[src/rtl/core/jsu_pkg.sv]
`timescale 1ns / 1ps
// ----------------------------------------------------------------------------
// jsu_pkg
// Types, codes and helper functions shared by the JSON string unescaper.
// ----------------------------------------------------------------------------
package jsu_pkg;

  typedef enum logic [3:0] {
    PH_WAIT   = 4'd0,
    PH_BODY   = 4'd1,
    PH_ESC    = 4'd2,
    PH_HEX1   = 4'd3,
    PH_LOW_BS = 4'd4,
    PH_LOW_U  = 4'd5,
    PH_HEX2   = 4'd6
  } phase_e;

  typedef enum logic [1:0] {
    KIND_BYTE = 2'd0,
    KIND_DONE = 2'd1,
    KIND_ERR  = 2'd2
  } kind_e;

  typedef enum logic [3:0] {
    ERR_NO_OPEN    = 4'd0,
    ERR_CONTROL    = 4'd1,
    ERR_END_ESC    = 4'd2,
    ERR_BAD_ESC    = 4'd3,
    ERR_SHORT_HEX  = 4'd4,
    ERR_BAD_HEX    = 4'd5,
    ERR_NO_LOW     = 4'd6,
    ERR_BAD_LOW    = 4'd7,
    ERR_LONE_LOW   = 4'd8,
    ERR_UNCLOSED   = 4'd9
  } err_e;

  localparam logic [7:0] CH_QUOTE  = 8'h22;
  localparam logic [7:0] CH_BSLASH = 8'h5C;
  localparam logic [7:0] CH_SLASH  = 8'h2F;
  localparam logic [7:0] CH_B      = 8'h62;
  localparam logic [7:0] CH_F      = 8'h66;
  localparam logic [7:0] CH_N      = 8'h6E;
  localparam logic [7:0] CH_R      = 8'h72;
  localparam logic [7:0] CH_T      = 8'h74;
  localparam logic [7:0] CH_U      = 8'h75;
  localparam logic [7:0] CTRL_LIMIT = 8'h20;

  localparam logic [15:0] HIGH_SURR_MIN = 16'hD800;
  localparam logic [15:0] HIGH_SURR_MAX = 16'hDBFF;
  localparam logic [15:0] LOW_SURR_MIN  = 16'hDC00;
  localparam logic [15:0] LOW_SURR_MAX  = 16'hDFFF;
  localparam logic [20:0] SUPP_BASE     = 21'h10000;

  // All results caused by one input byte: up to four bytes, or one status.
  typedef struct packed {
    logic [3:0][7:0] data;
    logic [1:0]      last_idx;
    kind_e           kind;
    err_e            code;
  } group_t;

  // Returns {valid, value} for an ASCII hex digit.
  function automatic logic [4:0] hex_digit(input logic [7:0] c);
    logic [4:0] r;
    r = 5'd0;
    if (c >= 8'h30 && c <= 8'h39) begin
      r = {1'b1, c[3:0]};
    end else if ((c >= 8'h61 && c <= 8'h66) || (c >= 8'h41 && c <= 8'h46)) begin
      r = {1'b1, c[3:0] + 4'd9};
    end
    return r;
  endfunction

  function automatic group_t status_grp(input kind_e k, input err_e c);
    group_t g;
    g.data     = '0;
    g.last_idx = 2'd0;
    g.kind     = k;
    g.code     = c;
    return g;
  endfunction

  function automatic group_t byte_grp(input logic [7:0] b);
    group_t g;
    g.data     = {24'd0, b};
    g.last_idx = 2'd0;
    g.kind     = KIND_BYTE;
    g.code     = ERR_NO_OPEN;
    return g;
  endfunction

  // UTF-8 encoding of a code point; data[0] is sent first.
  function automatic group_t utf8_grp(input logic [20:0] cp);
    group_t g;
    g.data = '0;
    g.kind = KIND_BYTE;
    g.code = ERR_NO_OPEN;
    if (cp <= 21'h7F) begin
      g.data[0]  = cp[7:0];
      g.last_idx = 2'd0;
    end else if (cp <= 21'h7FF) begin
      g.data[0]  = {3'b110, cp[10:6]};
      g.data[1]  = {2'b10, cp[5:0]};
      g.last_idx = 2'd1;
    end else if (cp <= 21'hFFFF) begin
      g.data[0]  = {4'b1110, cp[15:12]};
      g.data[1]  = {2'b10, cp[11:6]};
      g.data[2]  = {2'b10, cp[5:0]};
      g.last_idx = 2'd2;
    end else begin
      g.data[0]  = {5'b11110, cp[20:18]};
      g.data[1]  = {2'b10, cp[17:12]};
      g.data[2]  = {2'b10, cp[11:6]};
      g.data[3]  = {2'b10, cp[5:0]};
      g.last_idx = 2'd3;
    end
    return g;
  endfunction

endpackage

[src/rtl/core/jsu_in_if.sv]
`timescale 1ns / 1ps
// ----------------------------------------------------------------------------
// jsu_in_if
// Raw text channel: one byte of the JSON text, or an end marker, per beat.
// ----------------------------------------------------------------------------
interface jsu_in_if;
  logic       valid;
  logic       ready;
  logic [7:0] in_byte;
  logic       text_end;

  modport source (output valid, output in_byte, output text_end, input ready);
  modport sink   (input valid, input in_byte, input text_end, output ready);
endinterface

[src/rtl/core/jsu_out_if.sv]
`timescale 1ns / 1ps
// ----------------------------------------------------------------------------
// jsu_out_if
// Result channel: one decoded byte, completion or error per beat.
// ----------------------------------------------------------------------------
interface jsu_out_if;
  logic       valid;
  logic       ready;
  logic [7:0] out_byte;
  logic [1:0] kind;
  logic [3:0] error_code;
  logic       last_of_run;

  modport source (output valid, output out_byte, output kind, output error_code,
                  output last_of_run, input ready);
  modport sink   (input valid, input out_byte, input kind, input error_code,
                  input last_of_run, output ready);
endinterface

[src/rtl/core/jsu_decode.sv]
`timescale 1ns / 1ps
// ----------------------------------------------------------------------------
// jsu_decode
// Parser state and next-state logic; turns one raw byte into a result group.
// ----------------------------------------------------------------------------
module jsu_decode import jsu_pkg::*; (
  input  logic       clk_i,
  input  logic       rst_ni,
  input  logic       step_i,
  input  logic [7:0] in_byte_i,
  input  logic       text_end_i,
  output group_t     grp_o,
  output logic       grp_valid_o
);

  phase_e      phase_q, phase_d;
  logic [15:0] hex_q, hex_d;
  logic [1:0]  cnt_q, cnt_d;
  logic [9:0]  hs_q, hs_d;

  logic [4:0]  dig;
  logic [15:0] hex_full;
  logic [20:0] cp_pair;

  assign dig      = hex_digit(in_byte_i);
  assign hex_full = {hex_q[11:0], dig[3:0]};
  assign cp_pair  = SUPP_BASE + {1'b0, hs_q, hex_full[9:0]};

  always_comb begin
    phase_d     = phase_q;
    hex_d       = hex_q;
    cnt_d       = cnt_q;
    hs_d        = hs_q;
    grp_o       = status_grp(KIND_BYTE, ERR_NO_OPEN);
    grp_valid_o = 1'b0;
    unique case (phase_q)
      PH_BODY: begin
        grp_valid_o = 1'b1;
        if (text_end_i) begin
          grp_o   = status_grp(KIND_ERR, ERR_UNCLOSED);
          phase_d = PH_WAIT;
        end else if (in_byte_i == CH_QUOTE) begin
          grp_o   = status_grp(KIND_DONE, ERR_NO_OPEN);
          phase_d = PH_WAIT;
        end else if (in_byte_i < CTRL_LIMIT) begin
          grp_o   = status_grp(KIND_ERR, ERR_CONTROL);
          phase_d = PH_WAIT;
        end else if (in_byte_i == CH_BSLASH) begin
          grp_valid_o = 1'b0;
          phase_d     = PH_ESC;
        end else begin
          grp_o = byte_grp(in_byte_i);
        end
      end
      PH_ESC: begin
        grp_valid_o = 1'b1;
        phase_d     = PH_BODY;
        if (text_end_i) begin
          grp_o   = status_grp(KIND_ERR, ERR_END_ESC);
          phase_d = PH_WAIT;
        end else begin
          unique case (in_byte_i)
            CH_QUOTE:  grp_o = byte_grp(CH_QUOTE);
            CH_BSLASH: grp_o = byte_grp(CH_BSLASH);
            CH_SLASH:  grp_o = byte_grp(CH_SLASH);
            CH_B:      grp_o = byte_grp(8'h08);
            CH_F:      grp_o = byte_grp(8'h0C);
            CH_N:      grp_o = byte_grp(8'h0A);
            CH_R:      grp_o = byte_grp(8'h0D);
            CH_T:      grp_o = byte_grp(8'h09);
            CH_U: begin
              grp_valid_o = 1'b0;
              hex_d       = 16'd0;
              cnt_d       = 2'd0;
              phase_d     = PH_HEX1;
            end
            default: begin
              grp_o   = status_grp(KIND_ERR, ERR_BAD_ESC);
              phase_d = PH_WAIT;
            end
          endcase
        end
      end
      PH_HEX1, PH_HEX2: begin
        if (text_end_i) begin
          grp_valid_o = 1'b1;
          grp_o       = status_grp(KIND_ERR,
                                   (phase_q == PH_HEX1) ? ERR_SHORT_HEX : ERR_NO_LOW);
          phase_d     = PH_WAIT;
        end else if (!dig[4]) begin
          grp_valid_o = 1'b1;
          grp_o       = status_grp(KIND_ERR, ERR_BAD_HEX);
          phase_d     = PH_WAIT;
        end else begin
          hex_d = hex_full;
          cnt_d = cnt_q + 2'd1;
          if (cnt_q == 2'd3) begin
            if (phase_q == PH_HEX1) begin
              if (hex_full >= HIGH_SURR_MIN && hex_full <= HIGH_SURR_MAX) begin
                hs_d    = hex_full[9:0];
                phase_d = PH_LOW_BS;
              end else if (hex_full >= LOW_SURR_MIN && hex_full <= LOW_SURR_MAX) begin
                grp_valid_o = 1'b1;
                grp_o       = status_grp(KIND_ERR, ERR_LONE_LOW);
                phase_d     = PH_WAIT;
              end else begin
                grp_valid_o = 1'b1;
                grp_o       = utf8_grp({5'd0, hex_full});
                phase_d     = PH_BODY;
              end
            end else begin
              grp_valid_o = 1'b1;
              if (hex_full < LOW_SURR_MIN || hex_full > LOW_SURR_MAX) begin
                grp_o   = status_grp(KIND_ERR, ERR_BAD_LOW);
                phase_d = PH_WAIT;
              end else begin
                grp_o   = utf8_grp(cp_pair);
                phase_d = PH_BODY;
              end
            end
          end
        end
      end
      PH_LOW_BS: begin
        if (text_end_i || in_byte_i != CH_BSLASH) begin
          grp_valid_o = 1'b1;
          grp_o       = status_grp(KIND_ERR, ERR_NO_LOW);
          phase_d     = PH_WAIT;
        end else begin
          phase_d = PH_LOW_U;
        end
      end
      PH_LOW_U: begin
        if (text_end_i || in_byte_i != CH_U) begin
          grp_valid_o = 1'b1;
          grp_o       = status_grp(KIND_ERR, ERR_NO_LOW);
          phase_d     = PH_WAIT;
        end else begin
          hex_d   = 16'd0;
          cnt_d   = 2'd0;
          phase_d = PH_HEX2;
        end
      end
      default: begin
        // Waiting for an opening quote; unused codes behave the same.
        if (text_end_i || in_byte_i != CH_QUOTE) begin
          grp_valid_o = 1'b1;
          grp_o       = status_grp(KIND_ERR, ERR_NO_OPEN);
          phase_d     = PH_WAIT;
        end else begin
          phase_d = PH_BODY;
        end
      end
    endcase
  end

  always_ff @(posedge clk_i or negedge rst_ni) begin
    if (!rst_ni) begin
      phase_q <= PH_WAIT;
      hex_q   <= 16'd0;
      cnt_q   <= 2'd0;
      hs_q    <= 10'd0;
    end else if (step_i) begin
      phase_q <= phase_d;
      hex_q   <= hex_d;
      cnt_q   <= cnt_d;
      hs_q    <= hs_d;
    end
  end

endmodule

[src/rtl/core/json_string_unescape_utf8.sv]
`timescale 1ns / 1ps
// ----------------------------------------------------------------------------
// json_string_unescape_utf8
// Decodes a JSON string token byte by byte into UTF-8 bytes and status beats.
// ----------------------------------------------------------------------------
// Each input byte's result group is queued on acceptance and offered from the queue head.
// Throughput: one input byte per cycle while the result queue (two groups) has room; it
//   drains one beat per cycle while the output is ready; n results take n output beats.
// Reset: parser waits for an opening quote, hex state cleared, result queue empty.
module json_string_unescape_utf8 import jsu_pkg::*; (
  input  logic      clk_i,
  input  logic      rst_ni,
  jsu_in_if.sink    in_i,
  jsu_out_if.source out_o
);

  group_t     mem_q [2];
  logic       wr_ptr_q, rd_ptr_q;
  logic [1:0] count_q, count_d;
  logic [1:0] idx_q;

  group_t     grp;
  logic       grp_valid;
  logic       in_fire, push, pop, out_fire, at_last;
  group_t     head;

  assign in_i.ready = (count_q != 2'd2);
  assign in_fire    = in_i.valid && in_i.ready;

  jsu_decode u_decode (
    .clk_i       (clk_i),
    .rst_ni      (rst_ni),
    .step_i      (in_fire),
    .in_byte_i   (in_i.in_byte),
    .text_end_i  (in_i.text_end),
    .grp_o       (grp),
    .grp_valid_o (grp_valid)
  );

  assign push     = in_fire && grp_valid;
  assign head     = mem_q[rd_ptr_q];
  assign at_last  = (idx_q == head.last_idx);
  assign out_fire = out_o.valid && out_o.ready;
  assign pop      = out_fire && at_last;

  assign out_o.valid       = (count_q != 2'd0);
  assign out_o.out_byte    = head.data[idx_q];
  assign out_o.kind        = head.kind;
  assign out_o.error_code  = head.code;
  assign out_o.last_of_run = at_last;

  always_comb begin
    count_d = count_q;
    if (push && !pop) begin
      count_d = count_q + 2'd1;
    end else if (pop && !push) begin
      count_d = count_q - 2'd1;
    end
  end

  always_ff @(posedge clk_i) begin
    if (push) begin
      mem_q[wr_ptr_q] <= grp;
    end
  end

  always_ff @(posedge clk_i or negedge rst_ni) begin
    if (!rst_ni) begin
      wr_ptr_q <= 1'b0;
      rd_ptr_q <= 1'b0;
      count_q  <= 2'd0;
      idx_q    <= 2'd0;
    end else begin
      count_q <= count_d;
      if (push) begin
        wr_ptr_q <= ~wr_ptr_q;
      end
      if (pop) begin
        rd_ptr_q <= ~rd_ptr_q;
        idx_q    <= 2'd0;
      end else if (out_fire) begin
        idx_q <= idx_q + 2'd1;
      end
    end
  end

  // The queue holds at most two groups.
  assert property (@(posedge clk_i) disable iff (!rst_ni) count_q <= 2'd2)
    else $error("result queue overflow");

  // The beat index never runs past the last byte of the group at the head.
  assert property (@(posedge clk_i) disable iff (!rst_ni)
    out_o.valid |-> idx_q <= head.last_idx)
    else $error("beat index beyond group end");

  // Completion and error beats are always the only beat of their group.
  assert property (@(posedge clk_i) disable iff (!rst_ni)
    (out_o.valid && out_o.kind != KIND_BYTE) |-> (out_o.last_of_run && idx_q == 2'd0))
    else $error("status beat not alone in its group");

  // A pop with no push frees a slot, so the input side is ready next cycle.
  assert property (@(posedge clk_i) disable iff (!rst_ni)
    (pop && !push) |=> in_i.ready)
    else $error("input not ready after queue pop");

endmodule

[src/flat_wrapper.sv]
// flat-port wrapper written by rule: the top's interface ports become plain ports
module json_string_unescape_utf8_flat import jsu_pkg::*;
  (clk_i, rst_ni, in_i_valid, in_i_in_byte, in_i_text_end, in_i_ready, out_o_valid, out_o_out_byte, out_o_kind, out_o_error_code, out_o_last_of_run, out_o_ready);
  jsu_in_if in_i_i ();
  jsu_out_if out_o_i ();
  input  logic clk_i;
  input  logic rst_ni;
  input wire logic [$bits(in_i_i.valid)-1:0] in_i_valid;
  input wire logic [$bits(in_i_i.in_byte)-1:0] in_i_in_byte;
  input wire logic [$bits(in_i_i.text_end)-1:0] in_i_text_end;
  output wire logic [$bits(in_i_i.ready)-1:0] in_i_ready;
  output wire logic [$bits(out_o_i.valid)-1:0] out_o_valid;
  output wire logic [$bits(out_o_i.out_byte)-1:0] out_o_out_byte;
  output wire logic [$bits(out_o_i.kind)-1:0] out_o_kind;
  output wire logic [$bits(out_o_i.error_code)-1:0] out_o_error_code;
  output wire logic [$bits(out_o_i.last_of_run)-1:0] out_o_last_of_run;
  input wire logic [$bits(out_o_i.ready)-1:0] out_o_ready;
  assign in_i_i.valid = in_i_valid;
  assign in_i_i.in_byte = in_i_in_byte;
  assign in_i_i.text_end = in_i_text_end;
  assign in_i_ready = in_i_i.ready;
  assign out_o_valid = out_o_i.valid;
  assign out_o_out_byte = out_o_i.out_byte;
  assign out_o_kind = out_o_i.kind;
  assign out_o_error_code = out_o_i.error_code;
  assign out_o_last_of_run = out_o_i.last_of_run;
  assign out_o_i.ready = out_o_ready;
  json_string_unescape_utf8 u_core (.clk_i(clk_i), .rst_ni(rst_ni), .in_i(in_i_i), .out_o(out_o_i));
endmodule
[config.mk]
export PLATFORM = sky130hd
export DESIGN_NAME = json_string_unescape_utf8_flat
export DESIGN_NICKNAME = d
export VERILOG_FILES = /design/src/rtl/core/jsu_pkg.sv /design/src/rtl/core/jsu_in_if.sv /design/src/rtl/core/jsu_out_if.sv /design/src/rtl/core/jsu_decode.sv /design/src/rtl/core/json_string_unescape_utf8.sv /design/src/flat_wrapper.sv
export SDC_FILE = /design/constraint.sdc
export NUM_CORES = 1
export LEC_CHECK = 0
export ABC_AREA = 1
export BUFFER_PORTS_ARGS = -buffer_cell sky130_fd_sc_hd__buf_2
export CORE_UTILIZATION = 40
export CTS_BUF_LIST = sky130_fd_sc_hd__clkbuf_4 sky130_fd_sc_hd__clkbuf_8
export CTS_CLUSTER_SIZE = 12
export DETAILED_ROUTE_END_ITERATION = 8
export SYNTH_ARGS = -nofsm -noshare
export SYNTH_HDL_FRONTEND = slang
export SYNTH_HIERARCHICAL = 1
export SYNTH_SLANG_ARGS = --single-unit
[constraint.sdc]
create_clock -name clk_i -period 4.5 [get_ports clk_i]
set_input_delay 0.45 -clock clk_i [delete_from_list [all_inputs] [get_ports clk_i]]
set_output_delay 0.45 -clock clk_i [all_outputs]
set_load 0.1 [all_outputs]
==> results.yml <==
status:
  outcome: "finished, final reports clean"
cells_and_area:
  antenna_cells: 0
  n_fill_cell: 1716
  drive_gt1_share_pct: 11.8
  final_cell_mix: "244 x nand2_1, 94 x nor2_1, 91 x inv_1"
  nets: 931
  final_common_cell: "nand2_1"
  stdcell_area_mm2: 0.00760
  areaGrowthSynthToFinish_pct: 9.84
timing:
  finClkSkew_ns: 0.0141
  fin_ws_ns: 1.63
  hold_viol: 0
  finalSetupTns_ns: 0
  tightest_slew_ns: 0.873
  period_needed_ns: 2.87
  max_freq_mhz: 349
  timing.final.crit_share_pct: 63.8
  setup_viol: 0
  drv_slew: 0
  rsz0062_at_grt: "no"
  maxSlewHeadroom_pct: 41.6
clocking:
  cts_buffers: 17
  hold_buffers: 0
  clockBufferDepth: 2
  cts.sinks: 113
  ctsResizeCount: 0
  root_buffer: "clkbuf_8"
  htreeDepth: 4
  cts_tree: "built"
  clk_latency_ns: 0.44
  post_cts_buffers: 0
  clk_pin_slew_worst_paths_ns: 0.07
detailed_routing:
  ant_nets: 0
  routed_wl_um: 18900
  first_pass_iters: 6
  wire_per_inst_um: 16.5
  drt-vias-per-instance: 5.38
  drt_iter0_drc: 791
  vias: 6146
  route.detailed.drc: 0
synthesis:
  synth-xor-area-share_pct: 0.760
  synth_compound_area_share_pct: 10.3
  synthesis.instances: 885
  synthAdderAreaFrac_pct: 1.45
  yosysSeqAreaShare_pct: 46.7
  synth_cell_type_count: 47
  synth_edf_count: 80
  yosysWarnings: 6
  synth_top_flop_cell: "edfxtp_1"
  synth_top_family_by_area: "simple AND/OR/NAND/NOR gates"
  synthMuxAreaShare_pct: 0
  netlist_area_mm2: 0.00692
  synth-simple-area-share_pct: 32.1
  synth-seq-cells: 113
  async_reset_ff_share_pct: 29.2
  avgSynthCellArea_um2: 7.82
die:
  dieArea_mm2: 0.0178
  die_w_um: 134
  initial_utilization_pct: 41.3
  core_mm2: 0.0168
  num_rows: 47
  io_pins: 30
  die_h_um: 134
power:
  power_switching_uw: 2470
  p_seq_share_pct: 33.4
  ir_drop_v: 0.000413
  combPwrFrac_pct: 46.8
  switching_share_pct: 50.7
  power-per-cell-area_mw_per_mm2: 641
  internal_power_uw: 2400
  p_leak_uw: 0.00324
  pwr-share-clk_pct: 19.8
place:
  dpl_cell_area_mm2: 0.00720
  routabilityCongestion: 0.951
  portBuffers: 29
  preCtsSetupSlack_ns: 1.41
  place.detailed.hpwl_um: 13300
worst_hold_path:
  holdCritPathClass: "in2async"
grt:
  use_met1_pct: 31.2
  grtUsageTotal_pct: 22.0
  grt_max_degree: 43
  met2_usage_pct: 32.6
  gr-total-overflow: 0
  use_met3_pct: 5.02
  grt_pass1_vias: 5654
  gr-max-usage-layer: "met2"
  grt_pass1_wl_um: 30000
  antenna_found_initial: 0
worst_setup_path:
  start_kind: "register"
  critical_path.max_stage_delay_ns: 0.65
  r2r_cells: 12
  worstPathRequired_ns: 4.05
  cp_cell_sequence: "inv_2 -> o21ai_0 -> o22ai_1 -> nand2_1 -> nand2_1 -> buf_2"
  crit_path_top_delay_cell: "dfrtp_1"
  path_class: "reg2out"
  cp_max_fo: 20
  arrival_ns: 2.42
  crit_top_cell: "nand2_1"
  cp-end-kind: "output pin"
flow_run:
  drv_cap: 0
## worst max-delay path, delay by kind of cell (launching register included)
kind / cells / cell delay [ns]
compound gates: 2 / 0.34
buf+inv: 2 / 0.82
flops: 1 / 0.65
simple gates: 2 / 0.15
## cells in the mapped netlist (all sizes together) (4+ instances only)
master,instances,area [µm²]
nor3,27,150
edfxtp,80,2400
buf,21,168
nand4,20,131
dfrtp,33,826
a21oi,22,110
xor2,4,35.0
nor4,6,37.5
nor2,106,457
o21ai,72,360
nand2,254,983
nand3,76,420
clkbuf,9,33.8
o211ai,8,60.1
ha,8,100
inv,102,388
o22ai,17,106
## flip-flops by register name, indices dropped and copies added (netlist names)
signal,cells
u_core/mem_q,80
u_core/u_decode/hex_q,12
u_core/u_decode/hs_q,10
u_core/u_decode/phase_q,3
u_core/count_q,2
u_core/idx_q,2
u_core/u_decode/cnt_q,2
u_core/rd_ptr_q,1
u_core/wr_ptr_q,1
## power groups by stage
stage	clock [µW]	sequential [µW]	combinational [µW]
2_1_floorplan	0	1540	1930
3_3_place_gp	0	1640	2270
3_5_place_dp	0	1650	2270
4_1_cts	986	1620	2280
5_1_grt	1030	1650	2470
6_report	963	1630	2280
## cells by family (layout without fill, tap and decap cells)
| logic type | count (synthesis) | in the layout |
|---|---|---|
| buffers and inverters | 134 | 170 |
| adders and majority gates | 8 | 8 |
| and+or+nand+nor | 494 | 494 |
| other | 1 | 3 |
| xor gates and xnor gates | 6 | 6 |
| DFF | 113 | 113 |
| AOI/OAI and AO/OA | 129 | 129 |
## stage by stage
stage,total power [µW],util [%],hold WS [ns],instances
floorplan,3470,-,0.154,887
global placement,3910,42.9,0.466,1111
detailed placement,3920,42.9,0.474,1111
CTS,4890,45.3,0.139,1143
global route,5150,45.3,0.177,1143
finish,4870,45.3,0.124,1143
## layer usage
metal	share of wire [%]	wire length, µm
met4	2.2	406
met2	44	8350
met5	0	0
met1	46	8730
met3	7.3	1380
## area by class of cell
class | instances | area (µm²) | area share (%)
Inverter | 104 | 395 | 5.20
Sequential cell | 113 | 3230 | 42.5
Timing Repair Buffer | 34 | 183 | 2.40
Tap cell | 220 | 275 | 3.62
Clock buffer | 20 | 269 | 3.54
Clock inverter | 12 | 133 | 1.75
Multi-Input combinational cell | 640 | 3120 | 41.0
## worst paths after layout
kind | start | endpoint | slack [ns]
worst max-delay path | u_core/idx_q[0] | out_o_out_byte[4] | 1.63
worst min-delay path | rst_ni | u_core/u_decode/phase_q[1] | 0.12
worst max register to register | u_core/u_decode/phase_q[2] | u_core/mem_q[1][25] | 1.63
worst min register to register | u_core/count_q[0] | u_core/count_q[0] | 0.48
max in group asynchronous | rst_ni | u_core/u_decode/hex_q[5] | 3.83
min in group clk_i | out_o_ready | u_core/idx_q[0] | 0.43
No activity file was read; power rests on OpenSTA's default activity.
